### src/rtl/core/cdl_pkg.sv
// shared types and constants of the code density table builder
package cdl_pkg;

   // width of the running bin sum, saturating
   localparam int SUM_WIDTH = 48;

   // entries of the queue between front and back, a power of two
   localparam int QUEUE_DEPTH = 2;

   // back end sequencer states
   typedef enum logic [1:0] {
      ST_IDLE,
      ST_CHECK,
      ST_DIV,
      ST_ROUND
   } cdl_state_type;

   // queue status seen by front and back
   typedef struct packed {
      logic empty;
      logic full;
   } cdl_queue_status_type;

endpackage

### src/rtl/core/cdl_front.sv
// front end: accepts bin words and keeps the saturating running sum
module cdl_front
   import cdl_pkg::*;
#(
   parameter int COUNT_WIDTH = 32
) (
   input  logic                                 clock,
   input  logic                                 reset,
   input  logic                                 req_valid,
   output logic                                 req_stall,
   input  logic [COUNT_WIDTH-1:0]               req_bin_count,
   input  logic                                 req_last_bin,
   input  cdl_queue_status_type                 q_status,
   output logic                                 q_push,
   output logic [SUM_WIDTH+COUNT_WIDTH:0]       q_push_data
);

   logic [SUM_WIDTH-1:0] running_sum_ff;
   logic [SUM_WIDTH-1:0] running_sum_in;
   logic [SUM_WIDTH:0]   sum_wide;
   logic [SUM_WIDTH-1:0] sum_sat;

   assign req_stall = q_status.full;
   assign q_push    = req_valid && !q_status.full;

   always_comb begin
      sum_wide = {1'b0, running_sum_ff} + (SUM_WIDTH+1)'(req_bin_count);
      // clip at all ones
      sum_sat  = sum_wide[SUM_WIDTH] ? {SUM_WIDTH{1'b1}} : sum_wide[SUM_WIDTH-1:0];
      running_sum_in = running_sum_ff;
      if (q_push) begin
         running_sum_in = req_last_bin ? '0 : sum_sat;
      end
   end

   assign q_push_data = {sum_sat, req_bin_count, req_last_bin};

   always_ff @(posedge clock) begin
      if (reset) begin
         running_sum_ff <= '0;
      end else begin
         running_sum_ff <= running_sum_in;
      end
   end

endmodule

### src/rtl/core/cdl_queue.sv
// short queue between front and back
module cdl_queue
   import cdl_pkg::*;
#(
   parameter int DATA_WIDTH = 81
) (
   input  logic                  clock,
   input  logic                  reset,
   input  logic                  push,
   input  logic [DATA_WIDTH-1:0] push_data,
   input  logic                  pop,
   output logic [DATA_WIDTH-1:0] head_data,
   output cdl_queue_status_type  status
);

   localparam int PTR_W = (QUEUE_DEPTH > 1) ? $clog2(QUEUE_DEPTH) : 1;
   localparam int CNT_W = $clog2(QUEUE_DEPTH + 1);

   logic [DATA_WIDTH-1:0] entry_ff [QUEUE_DEPTH];
   logic [PTR_W-1:0]      wr_ptr_ff;
   logic [PTR_W-1:0]      rd_ptr_ff;
   logic [CNT_W-1:0]      count_ff;
   logic [PTR_W-1:0]      wr_ptr_in;
   logic [PTR_W-1:0]      rd_ptr_in;
   logic [CNT_W-1:0]      count_in;
   logic                  do_push;
   logic                  do_pop;

   assign status.empty = (count_ff == '0);
   assign status.full  = (count_ff == CNT_W'(QUEUE_DEPTH));
   assign do_push      = push && !status.full;
   assign do_pop       = pop && !status.empty;
   assign head_data    = entry_ff[rd_ptr_ff];

   always_comb begin
      wr_ptr_in = do_push ? wr_ptr_ff + 1'b1 : wr_ptr_ff;
      rd_ptr_in = do_pop  ? rd_ptr_ff + 1'b1 : rd_ptr_ff;
      count_in  = count_ff;
      case ({do_push, do_pop})
         2'b10:   count_in = count_ff + 1'b1;
         2'b01:   count_in = count_ff - 1'b1;
         default: count_in = count_ff;
      endcase
   end

   always_ff @(posedge clock) begin
      if (reset) begin
         wr_ptr_ff <= '0;
         rd_ptr_ff <= '0;
         count_ff  <= '0;
      end else begin
         wr_ptr_ff <= wr_ptr_in;
         rd_ptr_ff <= rd_ptr_in;
         count_ff  <= count_in;
      end
   end

   always_ff @(posedge clock) begin
      if (do_push) begin
         entry_ff[wr_ptr_ff] <= push_data;
      end
   end

   // occupancy never runs past the depth
   a_count_bound: assert property (@(posedge clock) disable iff (reset)
      count_ff <= CNT_W'(QUEUE_DEPTH))
      else $error("queue occupancy beyond depth");

endmodule

### src/rtl/core/cdl_back.sv
// back end: serial divide, clamp, round and result register
module cdl_back
   import cdl_pkg::*;
#(
   parameter int FRAC_BITS   = 16,
   parameter int COUNT_WIDTH = 32,
   parameter int TOTAL_WIDTH = 40
) (
   input  logic                            clock,
   input  logic                            reset,
   input  logic [TOTAL_WIDTH-1:0]          histogram_total,
   input  cdl_queue_status_type            q_status,
   input  logic [SUM_WIDTH+COUNT_WIDTH:0]  q_head_data,
   output logic                            q_pop,
   output logic                            rsp_valid,
   input  logic                            rsp_stall,
   output logic signed [FRAC_BITS:0]       rsp_lut_value,
   output logic                            rsp_last_out
);

   localparam int NUM_W = SUM_WIDTH + 1;
   localparam int REM_W = TOTAL_WIDTH + 1;
   localparam int Q_W   = FRAC_BITS + 1;
   localparam int CNT_W = $clog2(FRAC_BITS + 1);

   cdl_state_type       state_ff, state_in;
   logic [NUM_W-1:0]    num_ff, num_in;
   logic [REM_W-1:0]    rem_ff, rem_in;
   logic [Q_W-1:0]      q_ff, q_in;
   logic [CNT_W-1:0]    bit_cnt_ff, bit_cnt_in;
   logic                last_ff, last_in;
   logic                clamp_ff, clamp_in;
   logic                zero_ff, zero_in;
   logic                rsp_valid_ff, rsp_valid_in;
   logic [FRAC_BITS:0]  rsp_lut_value_ff, rsp_lut_value_in;
   logic                rsp_last_out_ff, rsp_last_out_in;

   logic [SUM_WIDTH-1:0]   head_sum;
   logic [COUNT_WIDTH-1:0] head_count;
   logic                   head_last;
   logic [REM_W-1:0]       den;
   logic [REM_W:0]         rem_shift;
   logic [REM_W:0]         rem_diff;
   logic                   rem_ge;
   logic                   out_free;
   logic [Q_W:0]           q_full;
   logic [Q_W:0]           q_rnd;
   logic [FRAC_BITS:0]     lut_calc;

   assign {head_sum, head_count, head_last} = q_head_data;
   assign den       = {histogram_total, 1'b0};
   assign rem_shift = {rem_ff, 1'b0};
   assign rem_diff  = rem_shift - {1'b0, den};
   assign rem_ge    = (rem_shift >= {1'b0, den});
   assign out_free  = !rsp_valid_ff || !rsp_stall;

   always_comb begin
      q_full   = clamp_ff ? ((Q_W+1)'(1) << Q_W) : {1'b0, q_ff};
      q_rnd    = q_full + (Q_W+1)'(1);
      lut_calc = q_rnd[Q_W:1] - ((FRAC_BITS+1)'(1) << (FRAC_BITS - 1));
   end

   always_comb begin
      state_in         = state_ff;
      num_in           = num_ff;
      rem_in           = rem_ff;
      q_in             = q_ff;
      bit_cnt_in       = bit_cnt_ff;
      last_in          = last_ff;
      clamp_in         = clamp_ff;
      zero_in          = zero_ff;
      q_pop            = 1'b0;
      rsp_valid_in     = rsp_valid_ff && rsp_stall;
      rsp_lut_value_in = rsp_lut_value_ff;
      rsp_last_out_in  = rsp_last_out_ff;
      unique case (state_ff)
         ST_IDLE: begin
            if (!q_status.empty) begin
               q_pop    = 1'b1;
               // midpoint count doubled: 2S - C
               num_in   = {head_sum, 1'b0} - NUM_W'(head_count);
               last_in  = head_last;
               state_in = ST_CHECK;
            end
         end
         ST_CHECK: begin
            zero_in    = (histogram_total == '0);
            clamp_in   = (num_ff >= NUM_W'(den));
            rem_in     = num_ff[REM_W-1:0];
            q_in       = '0;
            bit_cnt_in = CNT_W'(FRAC_BITS);
            if ((histogram_total == '0) || (num_ff >= NUM_W'(den))) begin
               state_in = ST_ROUND;
            end else begin
               state_in = ST_DIV;
            end
         end
         ST_DIV: begin
            rem_in = rem_ge ? rem_diff[REM_W-1:0] : rem_shift[REM_W-1:0];
            q_in   = {q_ff[Q_W-2:0], rem_ge};
            if (bit_cnt_ff == '0) begin
               state_in = ST_ROUND;
            end else begin
               bit_cnt_in = bit_cnt_ff - 1'b1;
            end
         end
         ST_ROUND: begin
            if (out_free) begin
               rsp_valid_in     = 1'b1;
               rsp_lut_value_in = zero_ff ? '0 : lut_calc;
               rsp_last_out_in  = last_ff;
               state_in         = ST_IDLE;
            end
         end
         default: state_in = ST_IDLE;
      endcase
   end

   always_ff @(posedge clock) begin
      if (reset) begin
         state_ff     <= ST_IDLE;
         rsp_valid_ff <= 1'b0;
      end else begin
         state_ff     <= state_in;
         rsp_valid_ff <= rsp_valid_in;
      end
   end

   always_ff @(posedge clock) begin
      num_ff           <= num_in;
      rem_ff           <= rem_in;
      q_ff             <= q_in;
      bit_cnt_ff       <= bit_cnt_in;
      last_ff          <= last_in;
      clamp_ff         <= clamp_in;
      zero_ff          <= zero_in;
      rsp_lut_value_ff <= rsp_lut_value_in;
      rsp_last_out_ff  <= rsp_last_out_in;
   end

   assign rsp_valid     = rsp_valid_ff;
   assign rsp_lut_value = rsp_lut_value_ff;
   assign rsp_last_out  = rsp_last_out_ff;

   // partial remainder stays below the divisor through the divide
   a_rem_below_den: assert property (@(posedge clock) disable iff (reset)
      (state_ff == ST_DIV) |-> (rem_ff < den))
      else $error("divider remainder not below divisor");

   // a new result only comes out of the rounding step
   a_result_source: assert property (@(posedge clock) disable iff (reset)
      (rsp_valid_ff && !$past(rsp_valid_ff && rsp_stall)) |-> $past(state_ff == ST_ROUND))
      else $error("result word loaded outside rounding step");

   // zero total always yields a zero table entry
   a_zero_total: assert property (@(posedge clock) disable iff (reset)
      (state_ff == ST_ROUND && zero_ff && out_free) |=> (rsp_lut_value_ff == '0))
      else $error("zero total gave nonzero entry");

endmodule

### src/rtl/core/code_density_lut_builder_unit.sv
// top level of the code density correction table builder
// Builds a time-to-digital converter correction table from a fine-time
// histogram. Program csr_write_data with the sum of all bin counts while the
// unit is idle, then send the bin counts in bin order on the req_ channel,
// flagging the final bin with req_last_bin. For every bin one rsp_ word comes
// back, in order: the bin's midpoint cumulative fraction (running sum minus
// half the bin's count, over the total), clamped to [0,1], minus one half, as
// a signed value with FRAC_BITS fraction bits rounded to nearest. A zero total
// yields zero entries. The running sum saturates at 2^48-1 and returns to zero
// after the last bin. From queue head to result register each word passes the
// check, divide and round steps of the back end, where a restoring divider
// forms one quotient bit per cycle; a zero total or a fraction clamped at one
// skips the divide. The front end keeps taking words into a two-entry queue
// meanwhile, and the result register holds a finished word while the next one
// is being divided.
module code_density_lut_builder_unit
   import cdl_pkg::*;
#(
   parameter int FRAC_BITS   = 16,
   parameter int COUNT_WIDTH = 32,
   parameter int TOTAL_WIDTH = 40
) (
   input  logic                       clock,
   input  logic                       reset,
   // total register write
   input  logic                       csr_write_enable,
   input  logic [TOTAL_WIDTH-1:0]     csr_write_data,
   // bin word input
   input  logic                       req_valid,
   output logic                       req_stall,
   input  logic [COUNT_WIDTH-1:0]     req_bin_count,
   input  logic                       req_last_bin,
   // table word output
   output logic                       rsp_valid,
   input  logic                       rsp_stall,
   output logic signed [FRAC_BITS:0]  rsp_lut_value,
   output logic                       rsp_last_out
);

   // queue word: saturated sum, bin count, last flag
   localparam int QDATA_W = SUM_WIDTH + COUNT_WIDTH + 1;

   logic [TOTAL_WIDTH-1:0] histogram_total_ff;
   logic [TOTAL_WIDTH-1:0] histogram_total_in;
   cdl_queue_status_type   q_status;
   logic                   q_push;
   logic [QDATA_W-1:0]     q_push_data;
   logic                   q_pop;
   logic [QDATA_W-1:0]     q_head_data;

   // total register; the user must write it only while idle, the block does not enforce this
   assign histogram_total_in = csr_write_enable ? csr_write_data : histogram_total_ff;

   always_ff @(posedge clock) begin
      if (reset) begin
         histogram_total_ff <= '0;
      end else begin
         histogram_total_ff <= histogram_total_in;
      end
   end

   // front: accept words, update running sum
   cdl_front #(
      .COUNT_WIDTH (COUNT_WIDTH)
   ) u_front (
      .clock         (clock),
      .reset         (reset),
      .req_valid     (req_valid),
      .req_stall     (req_stall),
      .req_bin_count (req_bin_count),
      .req_last_bin  (req_last_bin),
      .q_status      (q_status),
      .q_push        (q_push),
      .q_push_data   (q_push_data)
   );

   // decoupling queue
   cdl_queue #(
      .DATA_WIDTH (QDATA_W)
   ) u_queue (
      .clock     (clock),
      .reset     (reset),
      .push      (q_push),
      .push_data (q_push_data),
      .pop       (q_pop),
      .head_data (q_head_data),
      .status    (q_status)
   );

   // back: divide, clamp, round, hold result
   cdl_back #(
      .FRAC_BITS   (FRAC_BITS),
      .COUNT_WIDTH (COUNT_WIDTH),
      .TOTAL_WIDTH (TOTAL_WIDTH)
   ) u_back (
      .clock           (clock),
      .reset           (reset),
      .histogram_total (histogram_total_ff),
      .q_status        (q_status),
      .q_head_data     (q_head_data),
      .q_pop           (q_pop),
      .rsp_valid       (rsp_valid),
      .rsp_stall       (rsp_stall),
      .rsp_lut_value   (rsp_lut_value),
      .rsp_last_out    (rsp_last_out)
   );

endmodule
### config.mk
export PLATFORM = sky130hd
export DESIGN_NAME = code_density_lut_builder_unit
export DESIGN_NICKNAME = d
export VERILOG_FILES = /design/src/rtl/core/cdl_pkg.sv /design/src/rtl/core/cdl_front.sv /design/src/rtl/core/cdl_queue.sv /design/src/rtl/core/cdl_back.sv /design/src/rtl/core/code_density_lut_builder_unit.sv
export SDC_FILE = /design/constraint.sdc
export NUM_CORES = 1
export LEC_CHECK = 0
export BUFFER_PORTS_ARGS = -buffer_cell sky130_fd_sc_hd__buf_2
export CORE_ASPECT_RATIO = 1.4
export CORE_MARGIN = 2
export CORE_UTILIZATION = 39
export DETAILED_ROUTE_END_ITERATION = 8
export GPL_TIMING_DRIVEN = 1
export PLACE_DENSITY = 0.57
export SLEW_MARGIN = 10
export SYNTH_ARGS = -nofsm -noshare
export SYNTH_HDL_FRONTEND = slang
export SYNTH_SLANG_ARGS = --single-unit
### constraint.sdc
create_clock -name clock -period 5.5 [get_ports clock]
set_clock_uncertainty 0.15 [all_clocks]
set_input_delay 0.825 -clock clock [delete_from_list [all_inputs] [get_ports clock]]
set_output_delay 0.825 -clock clock [all_outputs]
set_load 0.005 [all_outputs]
==> metrics.log, run 1 <==
INFO  metric post-cts-setup-buffer-count = 0
INFO  metric power.density = 566 mW/mm^2
INFO  metric critical_path.endpoint_type = flop
INFO  metric post_cts.resized_instances = 0
INFO  metric rsz0062_at_grt = false
INFO  metric post_synth.cell_area_avg = 10.5 sq um
INFO  metric post_cts_hold_buffer_count = 0
INFO  metric drt_pre_antenna_iters = 4
INFO  metric time_the_final_worst_path_needs_with_i_o_delays_and_setup = 4.37 ns
INFO  metric clock_sink_count = 391
INFO  metric layout-drive-gt1-share = 0.120
INFO  metric grtUsageTotal = 0.180
INFO  metric cp_top_family = buffers and inverters
INFO  metric start_util = 0.394
INFO  metric vias_per_cell = 5.43
INFO  metric drt-initial-drc-count = 796
INFO  metric regToRegSetupSlack = 1.13 ns
INFO  metric crit_path_start_kind = flop
INFO  metric ant_nets = 0
INFO  metric max-slew-margin-rel = 0.421
INFO  metric die_area = 0.0599 sq mm
INFO  metric placedInstanceArea = 0.0238 sq mm
INFO  metric gr-total-overflow = 0
INFO  metric slowest_delay = 0.67 ns
INFO  metric data_required_time_at_the_worst_endpoint = 5.66 ns
INFO  metric post_synth_xor_area_fraction = 0.0461
INFO  metric avgRoutedWirePerCell = 18.1 microns
INFO  metric antenna-diode-count = 0
INFO  metric synth-warning-count = 0
INFO  metric flow.area_growth_from_synthesis = 11.3%
INFO  metric min_period_over_period = 0.795
INFO  metric dp.final_hpwl = 40700 microns
INFO  metric grt_max_degree = 65
INFO  metric top_level_ports = 98
INFO  metric antenna_found_initial = 0
INFO  metric whs_endpoint = u_front.running_sum_ff[23]
INFO  metric clock_tree_from_tritoncts = yes
INFO  metric slew_at_the_pin_closest_to_its_max_slew_limit = 0.862 ns
INFO  metric critical_path.max_fanout = 42
INFO  metric vdd_drop_max = 0.292 mV
INFO  metric worstReg2RegEnd = u_back.num_ff[43]
INFO  metric worst_r2r_path_depth = 12
INFO  metric clock_insertion_delay_worst_skew = 0.58 ns
INFO  metric totalNegativeSetupSlack = 0 ns
INFO  metric timing.hold.worst_path_depth = 2
INFO  metric area.sequential = 0.0108 sq mm
INFO  metric rows = 104
INFO  metric final-max-slew-violation-count = 0
INFO  metric fmax = 229 MHz
INFO  metric ys_ff_latch = 391
INFO  metric cts_root_buffer = sky130_fd_sc_hd__clkbuf_16
INFO  metric cp.arrival = 4.53 ns
INFO  metric timing.hold.worst.start = u_front.running_sum_ff[23]
INFO  metric critical_path.cell_chain = buf_4, buf_4, mux2i_1, ha_1, nand4_1, nor3_1, a211oi_2, o31ai_2, nand2b_2, nor3_1, xnor2_1, mux2i_1
INFO  metric nNetsFinal = 2460
INFO  metric grt_first_pass_wirelength = 86500 microns
INFO  metric max_cap_violations = 0
INFO  metric synth-compound-area-share = 0.154
INFO  metric htreeDepth = 2
INFO  metric number_of_enable_type_register_cells_in_the_synthesized_netlist = 295
INFO  metric mux_contribution_to_synthesized_area = 0.0642
INFO  metric timing.final.setup_violations = 0
INFO  metric finalInstanceArea = 0.0251 sq mm
INFO  metric critPathSlowestCell = sky130_fd_sc_hd__dfxtp_4
INFO  metric ys_types = 102
INFO  metric critPathBufInv = 2
INFO  metric multi_input_comb_area = 0.0112 sq mm
INFO  metric synth-async-reset-ratio = 0
INFO  metric run_status = complete, no violations
INFO  metric setup.worst_path.class = reg -> reg
INFO  metric syn-cell-area = 0.0226 sq mm
INFO  metric die-height = 289 microns
INFO  metric place_congestion = 0.880
INFO  metric core = 0.0574 sq mm
INFO  metric synth_fp_nets = 2387
INFO  metric hold_fails_final_rpt = 0
INFO  metric clk_transition_reported_paths = 0.06 ns
INFO  metric postSynthCellCount = 2155
INFO  metric final_core_utilization = 0.438
INFO  metric via_count_of_the_first_global_routing_pass = 16100
INFO  metric port_buffers = 97
INFO  metric drt-total-wl = 54300 microns
INFO  metric drc = 0
INFO  metric power.leakage = 9.63 nW
INFO  metric min_path_type = reg -> reg
INFO  metric cts-root-to-sink-buffers = 3
INFO  metric fill_cells = 5400
INFO  metric synth_flop_cell = sky130_fd_sc_hd__edfxtp_1
INFO  metric cts_inserted_buffers = 42
INFO  metric synth_top_family_by_area = compound AO/OA/AOI/OAI gates
INFO  metric route.vias.total = 16300
INFO  metric fp.dieW = 207 microns
INFO  metric synth_adder_area_share = 0.0863
INFO  metric synth.yosys.seq_area_share = 0.477
INFO  metric post_synth_and_or_nand_nor_area_fraction = 0.142
layer usage:
layer | track usage | wire [microns] | vias up | part of all wire
met3 | 0.0238 | 1750 | 95 | 0.032
met1 | 0.219 | 23700 | 7790 | 0.44
met4 | 0.0725 | 1990 | 0 | 0.037
met5 | 0 | 0 | - | 0
li1 | - | - | 8126 | -
met2 | 0.321 | 26900 | 296 | 0.49
worst max-delay path by stage:
| stage | depth (start not counted) | to | slack [ns] |
|---|---|---|---|
| 2_1_floorplan | 19 | u_back.num_ff[44] | 0.74 |
| 3_3_place_gp | 14 | u_front.running_sum_ff[3] | 1.10 |
| 3_5_place_dp | 12 | u_back.num_ff[43] | 1.09 |
| 4_1_cts | 12 | u_back.num_ff[43] | 1.09 |
| 5_1_grt | 12 | u_back.num_ff[43] | 0.79 |
| 6_report | 12 | u_back.num_ff[43] | 1.13 |
cell families (layout without fill, tap and decap cells):
family / count (synthesis) / in the layout
XOR/XNOR: 119 / 119
buffers and inverters: 163 / 268
adder cells (fa/ha/maj): 154 / 154
multiplexers: 140 / 140
flip-flops: 391 / 391
AO/OA/AOI/OAI: 520 / 520
AND/OR/NAND/NOR: 668 / 668
state kept, by name, indices dropped and copies added, names as in the netlist, named ones only:
| register | flops |
|---|---|
| histogram_total_ff | 40 |
| u_back.bit_cnt_ff | 5 |
| u_back.clamp_ff | 1 |
| u_back.last_ff | 1 |
| u_back.num_ff | 49 |
| u_back.q_ff | 17 |
| u_back.rem_ff | 41 |
| u_back.rsp_last_out | 1 |
| u_back.rsp_lut_value | 17 |
| u_back.rsp_valid | 1 |
| u_back.state_ff | 2 |
| u_back.zero_ff | 1 |
| u_front.running_sum_ff | 48 |
| u_queue.count_ff | 2 |
| u_queue.entry_ff | 162 |
| u_queue.rd_ptr_ff | 1 |
| u_queue.wr_ptr_ff | 1 |
cells in the mapped netlist (4+ instances only):
cell type / number / area, sq um
sky130_fd_sc_hd__a211o_1: 9 / 78.8
sky130_fd_sc_hd__a211oi_1: 19 / 143
sky130_fd_sc_hd__a21boi_0: 6 / 45.0
sky130_fd_sc_hd__a21o_1: 56 / 420
sky130_fd_sc_hd__a21oi_1: 196 / 981
sky130_fd_sc_hd__a22oi_1: 27 / 203
sky130_fd_sc_hd__a311oi_1: 6 / 52.6
sky130_fd_sc_hd__a31oi_1: 20 / 125
sky130_fd_sc_hd__a32o_1: 4 / 40.0
sky130_fd_sc_hd__a41oi_1: 5 / 43.8
sky130_fd_sc_hd__and2_1: 32 / 200
sky130_fd_sc_hd__and3_1: 31 / 194
sky130_fd_sc_hd__and4_1: 12 / 105
sky130_fd_sc_hd__buf_1: 15 / 56.3
sky130_fd_sc_hd__buf_2: 18 / 90.1
sky130_fd_sc_hd__buf_4: 4 / 30.0
sky130_fd_sc_hd__clkbuf_1: 46 / 173
sky130_fd_sc_hd__dfxtp_1: 96 / 1920
sky130_fd_sc_hd__edfxtp_1: 295 / 8860
sky130_fd_sc_hd__ha_1: 151 / 1890
sky130_fd_sc_hd__inv_1: 74 / 278
sky130_fd_sc_hd__mux2_2: 38 / 428
sky130_fd_sc_hd__mux2i_1: 100 / 1000
sky130_fd_sc_hd__nand2_1: 136 / 510
sky130_fd_sc_hd__nand2b_1: 22 / 138
sky130_fd_sc_hd__nand3_1: 41 / 205
sky130_fd_sc_hd__nand3b_1: 6 / 45.0
sky130_fd_sc_hd__nand4_1: 38 / 238
sky130_fd_sc_hd__nor2_1: 245 / 920
sky130_fd_sc_hd__nor2b_1: 19 / 119
sky130_fd_sc_hd__nor3_1: 39 / 195
sky130_fd_sc_hd__nor3b_1: 4 / 30.0
sky130_fd_sc_hd__nor4_1: 16 / 100
sky130_fd_sc_hd__o211ai_1: 4 / 30.0
sky130_fd_sc_hd__o21a_1: 10 / 75.1
sky130_fd_sc_hd__o21ai_0: 77 / 385
sky130_fd_sc_hd__o21ai_1: 7 / 35.0
sky130_fd_sc_hd__o21bai_1: 11 / 82.6
sky130_fd_sc_hd__o31ai_1: 7 / 52.6
sky130_fd_sc_hd__or2_2: 6 / 37.5
sky130_fd_sc_hd__or3_1: 5 / 31.3
sky130_fd_sc_hd__xnor2_1: 75 / 657
sky130_fd_sc_hd__xor2_1: 44 / 385
cells in the final DEF, fill, tap and decap left out, drive strengths merged, types with 33 or more instances in the layout:
cell type | netlist | routed
a21o | 56 | 56
a21oi | 199 | 199
and2 | 33 | 33
buf | 40 | 117
clkbuf | 48 | 58
dfxtp | 96 | 96
edfxtp | 295 | 295
ha | 151 | 151
inv | 75 | 77
mux2 | 40 | 40
mux2i | 100 | 100
nand2 | 136 | 136
nand3 | 41 | 41
nand4 | 38 | 38
nor2 | 247 | 247
nor3 | 39 | 39
o21ai | 88 | 88
xnor2 | 75 | 75
xor2 | 44 | 44
worst min-delay path, stage by stage (launching register included):
cell,delay [ns]
sky130_fd_sc_hd__dfxtp_1,0.31
sky130_fd_sc_hd__nand2_1,0.05
sky130_fd_sc_hd__a21oi_1,0.05
area by class of cell:
cell class | count | area share
Clock inverter | 18 | 0.00632
Multi-Input combinational cell | 1601 | 0.444
Tap cell | 742 | 0.0369
Clock buffer | 58 | 0.0466
Sequential cell | 391 | 0.429
Inverter | 75 | 0.0112
Timing Repair Buffer | 117 | 0.0258
stage by stage:
step,hold WS (ns),cells,power (mW),setup WS (ns)
final,0.308,3002,14.2,1.13
after global routing,0.308,3002,15.3,0.788
after CTS,0.292,3002,14.3,1.09
after detailed placement,0.307,2926,11.5,1.09
after global placement,0.295,2926,11.4,1.10
after floorplan,0.250,2155,9.95,0.744
report_power, final:
part / leakage [nW] / switching, mW / internal (mW)
sequential: 3.57 / 0.458 / 4.40
combinational: 5.42 / 3.95 / 2.66
clock: 0.642 / 1.17 / 1.59
total: 9.63 / 5.58 / 8.65
Note: power is estimated with default switching activity, not from simulation.
==> inputs of run 2 (changes only) <==
==> constraint.sdc (replaced) <==
create_clock -name clock -period 3.95 [get_ports clock]
set_clock_uncertainty 0.15 [all_clocks]
set_input_delay 0.5925 -clock clock [delete_from_list [all_inputs] [get_ports clock]]
set_output_delay 0.5925 -clock clock [all_outputs]
set_load 0.005 [all_outputs]
==> run 2 against run 1 <==
  * Final cell count up 1.8%
  * Die area did not move
  * Setup slack worse by 0.97 ns
  * Via count grew 0.88%
  * Count of clock-buffer cells in the layout fell by 3
  * Utilization is 0.94 points higher
  * Register-to-register slack lost 0.97 ns
  * Critical endpoint is now u_back.num_ff[32]
  * Clock power up 38%
  * Combinational power rose by 46%
  * Wire length rose by 1.1%
  * First-iteration DRC count up 8.0%
  * Sequential power up 38%
==> metrics.log, run 2 (synthesized netlist as in run 1, its figures left out) <==
INFO  metric fmax = 264 MHz (+15%)
INFO  metric final_core_utilization = 0.448 (+0.00942)
INFO  metric route.vias.total = 16500 (+0.88%)
INFO  metric fp.dieW = 207 microns (unchanged)
INFO  metric fill_cells = 5393 (-0.13%)
INFO  metric hold_fails_final_rpt = 0 (unchanged)
INFO  metric timing.final.setup_violations = 0 (unchanged)
INFO  metric worst_r2r_path_depth = 14 (+2)
INFO  metric core = 0.0574 sq mm (unchanged)
INFO  metric layout-drive-gt1-share = 0.144 (+0.0239)
INFO  metric critical_path.max_fanout = 6 (-86%)
INFO  metric placedInstanceArea = 0.0243 sq mm (+2.0%)
INFO  metric via_count_of_the_first_global_routing_pass = 16600 (+2.9%)
INFO  metric port_buffers = 97 (unchanged)
INFO  metric ant_nets = 0 (unchanged)
INFO  metric multi_input_comb_area = 0.0112 sq mm (+0.34%)
INFO  metric dp.final_hpwl = 42200 microns (+3.6%)
INFO  metric critical_path.endpoint_type = flop
INFO  metric cts-root-to-sink-buffers = 3 (unchanged)
INFO  metric max_cap_violations = 0 (unchanged)
INFO  metric rows = 104 (unchanged)
INFO  metric max-slew-margin-rel = 0.439 (+0.0180)
INFO  metric area.sequential = 0.0108 sq mm (unchanged)
INFO  metric top_level_ports = 98 (unchanged)
INFO  metric cts_root_buffer = sky130_fd_sc_hd__clkbuf_16
INFO  metric run_status = complete, no violations
INFO  metric largest_registers = u_queue.entry_ff x162, u_back.num_ff x49, u_front.running_sum_ff x48
INFO  metric number_of_flip_flops_under_the_largest_register_name = 162 (unchanged)
INFO  metric cts_inserted_buffers = 41 (-2.4%)
INFO  metric setup.worst_path.class = reg -> reg
INFO  metric timing.hold.worst_path_depth = 1 (-1)
INFO  metric registers.top_by_ff_count = u_queue.entry_ff
INFO  metric timing.hold.ws = 0.106 ns (-0.202 ns)
INFO  metric regToRegSetupSlack = 0.16 ns (-0.97 ns)
INFO  metric finalInstanceArea = 0.0257 sq mm (+2.1%)
INFO  metric die-height = 289 microns (unchanged)
INFO  metric place_congestion = 0.897 (+2.0%)
INFO  metric clk_transition_reported_paths = 0.06 ns (about the same)
INFO  metric min_path_type = in -> reg
INFO  metric final_common_cell = sky130_fd_sc_hd__edfxtp_1
INFO  metric drt-total-wl = 55000 microns (+1.1%)
INFO  metric vias_per_cell = 5.38 (-0.94%)
INFO  metric most-common-layout-cells = sky130_fd_sc_hd__edfxtp_1 (295), sky130_fd_sc_hd__nor2_1 (243), sky130_fd_sc_hd__a21oi_1 (195), sky130_fd_sc_hd__ha_1 (148), sky130_fd_sc_hd__nand2_1 (136)
INFO  metric slew_at_the_pin_closest_to_its_max_slew_limit = 0.841 ns (-0.0204 ns)
INFO  metric whs_endpoint = u_queue.entry_ff[1][1]
INFO  metric power.density = 787 mW/mm^2 (+39%)
INFO  metric htreeDepth = 2 (unchanged)
INFO  metric crit_path_start_kind = flop
INFO  metric clock_insertion_delay_worst_skew = 0.56 ns (-0.02 ns)
INFO  metric die_area = 0.0599 sq mm (unchanged)
INFO  metric grtUsageTotal = 0.180 (+0.000442)
INFO  metric finalPower = 20.2 mW (+42%)
INFO  metric start_util = 0.394 (unchanged)
INFO  metric pre_cts_ws = -0.0262 ns (-1.11 ns)
INFO  metric grt_first_pass_wirelength = 86900 microns (+0.47%)
INFO  metric data_required_time_at_the_worst_endpoint = 4.09 ns (-1.57 ns)
INFO  metric final-max-slew-violation-count = 0 (unchanged)
INFO  metric antenna-diode-count = 0 (unchanged)
INFO  metric antenna_found_initial = 0 (unchanged)
INFO  metric vdd_drop_max = 0.380 mV (+30%)
INFO  metric drc = 0 (unchanged)
INFO  metric drt-initial-drc-count = 860 (+8.0%)
INFO  metric drt_pre_antenna_iters = 5 (+1)
INFO  metric min_period_over_period = 0.959 (+0.164)
INFO  metric power.leakage = 9.95 nW (+3.4%)
INFO  metric cp.arrival = 3.93 ns (-0.60 ns)
INFO  metric flow.area_growth_from_synthesis = 13.7%
INFO  metric worstReg2RegEnd = u_back.num_ff[32]
INFO  metric clock_sink_count = 391 (unchanged)
INFO  metric gr-total-overflow = 0 (unchanged)
INFO  metric grt_max_degree = 63 (-3.1%)
INFO  metric avgRoutedWirePerCell = 18.0 microns (-0.69%)
INFO  metric final_critical_path_setup_slack = 0.161 ns (-0.966 ns)
INFO  metric clock_tree_from_tritoncts = yes
INFO  metric nNetsFinal = 2516 (+2.3%)
INFO  metric time_the_final_worst_path_needs_with_i_o_delays_and_setup = 3.79 ns (-0.584 ns)
INFO  metric timing.hold.worst.start = req_bin_count[0]
[run 2: cell types whose count changed in the layout (fill, tap and decap cells not counted), moves of 2 or more]
cell                         delta
sky130_fd_sc_hd__buf_12         +7
sky130_fd_sc_hd__clkbuf_16      -2
sky130_fd_sc_hd__inv_6          +4
sky130_fd_sc_hd__buf_4         +49
sky130_fd_sc_hd__clkinv_1       -2
sky130_fd_sc_hd__clkinvlp_4     -2
[run 2: per-layer routing]
layer  GRT usage  routed length (microns)  up-vias
li1            -                        -     8230
met1       0.214                    23600     7820
met4      0.0811                     2390        0
met3      0.0231                     1760      102
met5           0                        0        -
met2       0.325                    27200      298
[run 2: how the worst max path moves through the flow]
stage | startpoint | end | slack [ns] | cells past startpoint
floorplan | req_valid | u_queue.entry_ff[0][0] | 0.002 | 5
global placement | flop | u_back.num_ff[32] | 0.09 | 13
detailed placement | req_bin_count[0] | u_front.running_sum_ff[4] | -0.03 | 16
CTS | flop | u_back.num_ff[32] | 0.006 | 13
global route | flop | u_back.num_ff[32] | -0.007 | 14
finish | flop | u_back.num_ff[32] | 0.16 | 14
[run 2: cell type report]
cell class,instances,area share
Clock inverter,19,0.00789
Tap cell,742,0.0361
Sequential cell,391,0.420
Multi-Input combinational cell,1601,0.436
Inverter,75,0.0110
Timing Repair Buffer,174,0.0456
Clock buffer,55,0.0432
[run 2: report_power, final]
part / total [mW] / switching, mW / leakage [nW] / internal [mW]
sequential: 6.72 / 0.587 / 3.57 / 6.13
combinational: 9.68 / 5.59 / 5.74 / 4.08
clock: 3.81 / 1.62 / 0.643 / 2.19
total: 20.2 / 7.80 / 9.95 / 12.4
[run 2: per-stage QoR]
stage          TNS (ns)  std cells
3_5_place_dp    -0.0348       2977
2_1_floorplan         0       2155
3_3_place_gp          0       2977
5_1_grt        -0.00683       3057
4_1_cts               0       3051
6_report              0       3057
[run 2: worst max-delay path, stage by stage, from the launching register on]
cell and delay, ns:
sky130_fd_sc_hd__dfxtp_4 0.37, sky130_fd_sc_hd__buf_12 0.12, sky130_fd_sc_hd__buf_4 0.11, sky130_fd_sc_hd__mux2_2 0.33
sky130_fd_sc_hd__ha_1 0.36, sky130_fd_sc_hd__nor2b_1 0.19, sky130_fd_sc_hd__o21ai_0 0.13, sky130_fd_sc_hd__and3_1 0.22
sky130_fd_sc_hd__o21ai_4 0.19, sky130_fd_sc_hd__o211a_4 0.20, sky130_fd_sc_hd__a31oi_2 0.11, sky130_fd_sc_hd__o31a_4 0.39
sky130_fd_sc_hd__a211oi_4 0.39, sky130_fd_sc_hd__nor3_1 0.12, sky130_fd_sc_hd__xnor2_1 0.14
[run 2: what timing repair did]
action,in CTS,in global routing
setup endpoints to repair,0,11
setup buffers,0,6
gates resized for setup,0,6
hold buffers,0,0
hold endpoints to repair,0,0
==> inputs of run 3 (changes only) <==
--- a/config.mk
+++ b/config.mk
@@ -11,6 +11,7 @@
 export CORE_UTILIZATION = 39
 export DETAILED_ROUTE_END_ITERATION = 8
 export GPL_TIMING_DRIVEN = 1
+export HOLD_SLACK_MARGIN = 0.12
 export PLACE_DENSITY = 0.57
 export SLEW_MARGIN = 10
 export SYNTH_ARGS = -nofsm -noshare
==> run 3 against run 2 <==
  * Final cell count increased by 1.5%
  * Total power increased by 0.16%
  * Critical path depth decreased by 1
  * Critical endpoint is now u_front.running_sum_ff[30]
  * Utilization increased by 0.83 points
  * First-iteration DRC count decreased by 2.1%
  * Clock power about the same
  * Register-to-register slack about the same
  * Fmax decreased by 0.69%
==> metrics.log, run 3 (synthesized netlist as in run 1, its figures left out) <==
INFO  metric p_comb_frac = 0.479 (about the same)
INFO  metric fp.dieW = 207 microns (unchanged)
INFO  metric core = 0.0574 sq mm (unchanged)
INFO  metric final_common_cell = sky130_fd_sc_hd__edfxtp_1
INFO  metric critical-path-top-cell-by-count = sky130_fd_sc_hd__a21oi_1
INFO  metric timing.hold.ws = 0.143 ns (+0.0369 ns)
INFO  metric setup.worst_path.class = in -> reg
INFO  metric grt_first_pass_wirelength = 87100 microns (+0.26%)
INFO  metric antenna_found_initial = 0 (unchanged)
INFO  metric clock_sink_count = 391 (unchanged)
INFO  metric max-slew-margin-rel = 0.442 (+0.00253)
INFO  metric via_count_of_the_first_global_routing_pass = 16700 (+0.75%)
INFO  metric power.leakage = 10.2 nW (+2.0%)
INFO  metric pre_cts_ws = -0.0262 ns (unchanged)
INFO  metric power.density = 774 mW/mm^2 (-1.7%)
INFO  metric switch_pwr = 7.81 mW (about the same)
INFO  metric grtUsageTotal = 0.180 (+0.000377)
INFO  metric clock_tree_from_tritoncts = yes
INFO  metric clock_insertion_delay_worst_skew = 0.56 ns (about the same)
INFO  metric clk_transition_reported_paths = 0.06 ns (about the same)
INFO  metric netSwitchingFraction = 0.386 (about the same)
INFO  metric final-max-slew-violation-count = 0 (unchanged)
INFO  metric avgRoutedWirePerCell = 17.8 microns (-1.1%)
INFO  metric min_period_over_period = 0.966 (+0.00668)
INFO  metric final_cell_count_no_fill = 3103 (+1.5%)
INFO  metric cts-root-to-sink-buffers = 3 (unchanged)
INFO  metric drt_pre_antenna_iters = 5 (unchanged)
INFO  metric start_util = 0.394 (unchanged)
INFO  metric critical_path.cell_chain = dlygate4sd3_1, buf_2, ha_1, nand3_1, or2_1, nand3b_1, a311oi_1, o21ai_1, o41ai_1, a21oi_1, xor2_1, a211o_1, a21oi_1
INFO  metric drt-total-wl = 55200 microns (+0.40%)
INFO  metric most-common-layout-cells = sky130_fd_sc_hd__edfxtp_1 (295), sky130_fd_sc_hd__nor2_1 (243), sky130_fd_sc_hd__a21oi_1 (194), sky130_fd_sc_hd__ha_1 (149), sky130_fd_sc_hd__nand2_1 (136)
INFO  metric critPathBufInv = 2 (unchanged)
INFO  metric placedCellCount = 2977 (unchanged)
INFO  metric power.clock.fraction = 0.188 (about the same)
INFO  metric seq_power_share = 0.332 (about the same)
INFO  metric timing.final.setup_violations = 0 (unchanged)
INFO  metric drt-initial-drc-count = 842 (-2.1%)
INFO  metric cts_inserted_buffers = 41 (unchanged)
INFO  metric run_status = complete, no violations
INFO  metric die-height = 289 microns (unchanged)
INFO  metric number_of_flip_flops_under_the_largest_register_name = 162 (unchanged)
INFO  metric slowest_delay = 0.54 ns (+0.15 ns)
INFO  metric ant_nets = 0 (unchanged)
INFO  metric data_required_time_at_the_worst_endpoint = 4.29 ns (+0.20 ns)
INFO  metric flow.area_growth_from_synthesis = 15.8%
INFO  metric slew_at_the_pin_closest_to_its_max_slew_limit = 0.837 ns (-0.00380 ns)
INFO  metric final_critical_path_setup_slack = 0.135 ns (-0.0264 ns)
INFO  metric totalNegativeSetupSlack = 0 ns (unchanged)
INFO  metric max_cap_violations = 0 (unchanged)
INFO  metric htreeDepth = 2 (unchanged)
INFO  metric registers.top_by_ff_count = u_queue.entry_ff
INFO  metric gr-total-overflow = 0 (unchanged)
INFO  metric hold_fails_final_rpt = 0 (unchanged)
INFO  metric port_buffers = 97 (unchanged)
INFO  metric top_level_ports = 98 (unchanged)
INFO  metric dp.final_hpwl = 42200 microns (unchanged)
INFO  metric vias_per_cell = 5.38 (about the same)
INFO  metric route.vias.total = 16700 (+1.5%)
INFO  metric vdd_drop_max = 0.379 mV (-0.47%)
INFO  metric critical_path.endpoint_type = flop
INFO  metric place_congestion = 0.897 (unchanged)
INFO  metric antenna-diode-count = 0 (unchanged)
INFO  metric cts_root_buffer = sky130_fd_sc_hd__clkbuf_16
INFO  metric min_path_type = in -> reg
INFO  metric largest_registers = u_queue.entry_ff x162, u_back.num_ff x49, u_front.running_sum_ff x48
INFO  metric regToRegSetupSlack = 0.17 ns (about the same)
INFO  metric drc = 0 (unchanged)
INFO  metric grt_max_degree = 63 (unchanged)
INFO  metric power_report.internal_total = 12.4 mW (+0.20%)
INFO  metric cp.arrival = 4.16 ns (+0.23 ns)
INFO  metric fmax = 262 MHz (-0.69%)
INFO  metric cp_top_family = compound AO/OA/AOI/OAI gates
INFO  metric critPathSlowestCell = sky130_fd_sc_hd__dlygate4sd3_1
INFO  metric final_core_utilization = 0.456 (+0.00831)
INFO  metric time_the_final_worst_path_needs_with_i_o_delays_and_setup = 3.81 ns (+0.0264 ns)
INFO  metric layout-drive-gt1-share = 0.144 (-0.000261)
INFO  metric rows = 104 (unchanged)
INFO  metric nNetsFinal = 2562 (+1.8%)
INFO  metric crit_path_start_kind = input port
INFO  metric die_area = 0.0599 sq mm (unchanged)
INFO  metric critical_path.max_fanout = 5 (-1)
run 3: worst paths after layout:
check | from | to | cells past startpoint
setup / recovery | req_bin_count[10] | u_front.running_sum_ff[30] | 13
setup reg to reg | flop | u_back.num_ff[32] | 14
hold reg to reg | u_front.running_sum_ff[30] | u_front.running_sum_ff[30] | 2
hold / removal | csr_write_data[25] | histogram_total_ff[25] | 3
run 3: layer usage:
metal,global-route usage,vias to the layer above,routed length (microns),share of wire
met5,0,-,0,0
met1,0.214,7920,23600,0.43
met3,0.0225,117,1730,0.031
met4,0.0827,0,2540,0.046
met2,0.326,322,27300,0.49
li1,-,8330,-,-
run 3: power by group through the flow:
stage	combinational (mW)	clock, mW	sequential (mW)
2_1_floorplan	7.29	0	6.61
3_3_place_gp	9.33	0	6.81
3_5_place_dp	9.49	0	6.85
4_1_cts	9.58	3.92	6.77
5_1_grt	10.9	4.09	6.85
6_report	9.70	3.81	6.73
run 3: cell type report:
| class | instances | area [sq um] |
|---|---|---|
| Timing Repair Buffer | 220 | 1640 |
| Fill cell | 5359 | 31200 |
| Inverter | 75 | 282 |
| Tap cell | 742 | 928 |
| Clock buffer | 55 | 1110 |
| Multi-Input combinational cell | 1601 | 11200 |
| Clock inverter | 19 | 203 |
| Sequential cell | 391 | 10800 |
run 3: timing repair:
action	4_1_cts	5_1_grt
setup endpoints to repair	0	32
endpoints found under the hold margin	68	0
resized for setup	0	14
buffers inserted	0	9
hold buffers	43	0
run 3: worst reg2reg max path, cell delays in order (launching register included):
cell and delay (ns):
sky130_fd_sc_hd__dfxtp_4 0.43, sky130_fd_sc_hd__buf_6 0.16, sky130_fd_sc_hd__mux2i_2 0.25, sky130_fd_sc_hd__inv_1 0.08, sky130_fd_sc_hd__fa_1 0.41, sky130_fd_sc_hd__nor2b_1 0.19
sky130_fd_sc_hd__o21ai_1 0.11, sky130_fd_sc_hd__and3_1 0.21, sky130_fd_sc_hd__o21ai_4 0.19, sky130_fd_sc_hd__o211a_4 0.20, sky130_fd_sc_hd__a31oi_2 0.11, sky130_fd_sc_hd__o31a_4 0.38
sky130_fd_sc_hd__a211oi_4 0.39, sky130_fd_sc_hd__nor3_1 0.12, sky130_fd_sc_hd__xnor2_1 0.14
run 3: metrics by stage:
stage,power [mW],cell area (sq um)
2_1_floorplan,13.9,22600
3_3_place_gp,16.1,24300
3_5_place_dp,16.3,24300
4_1_cts,20.3,26000
5_1_grt,21.8,26200
6_report,20.2,26200
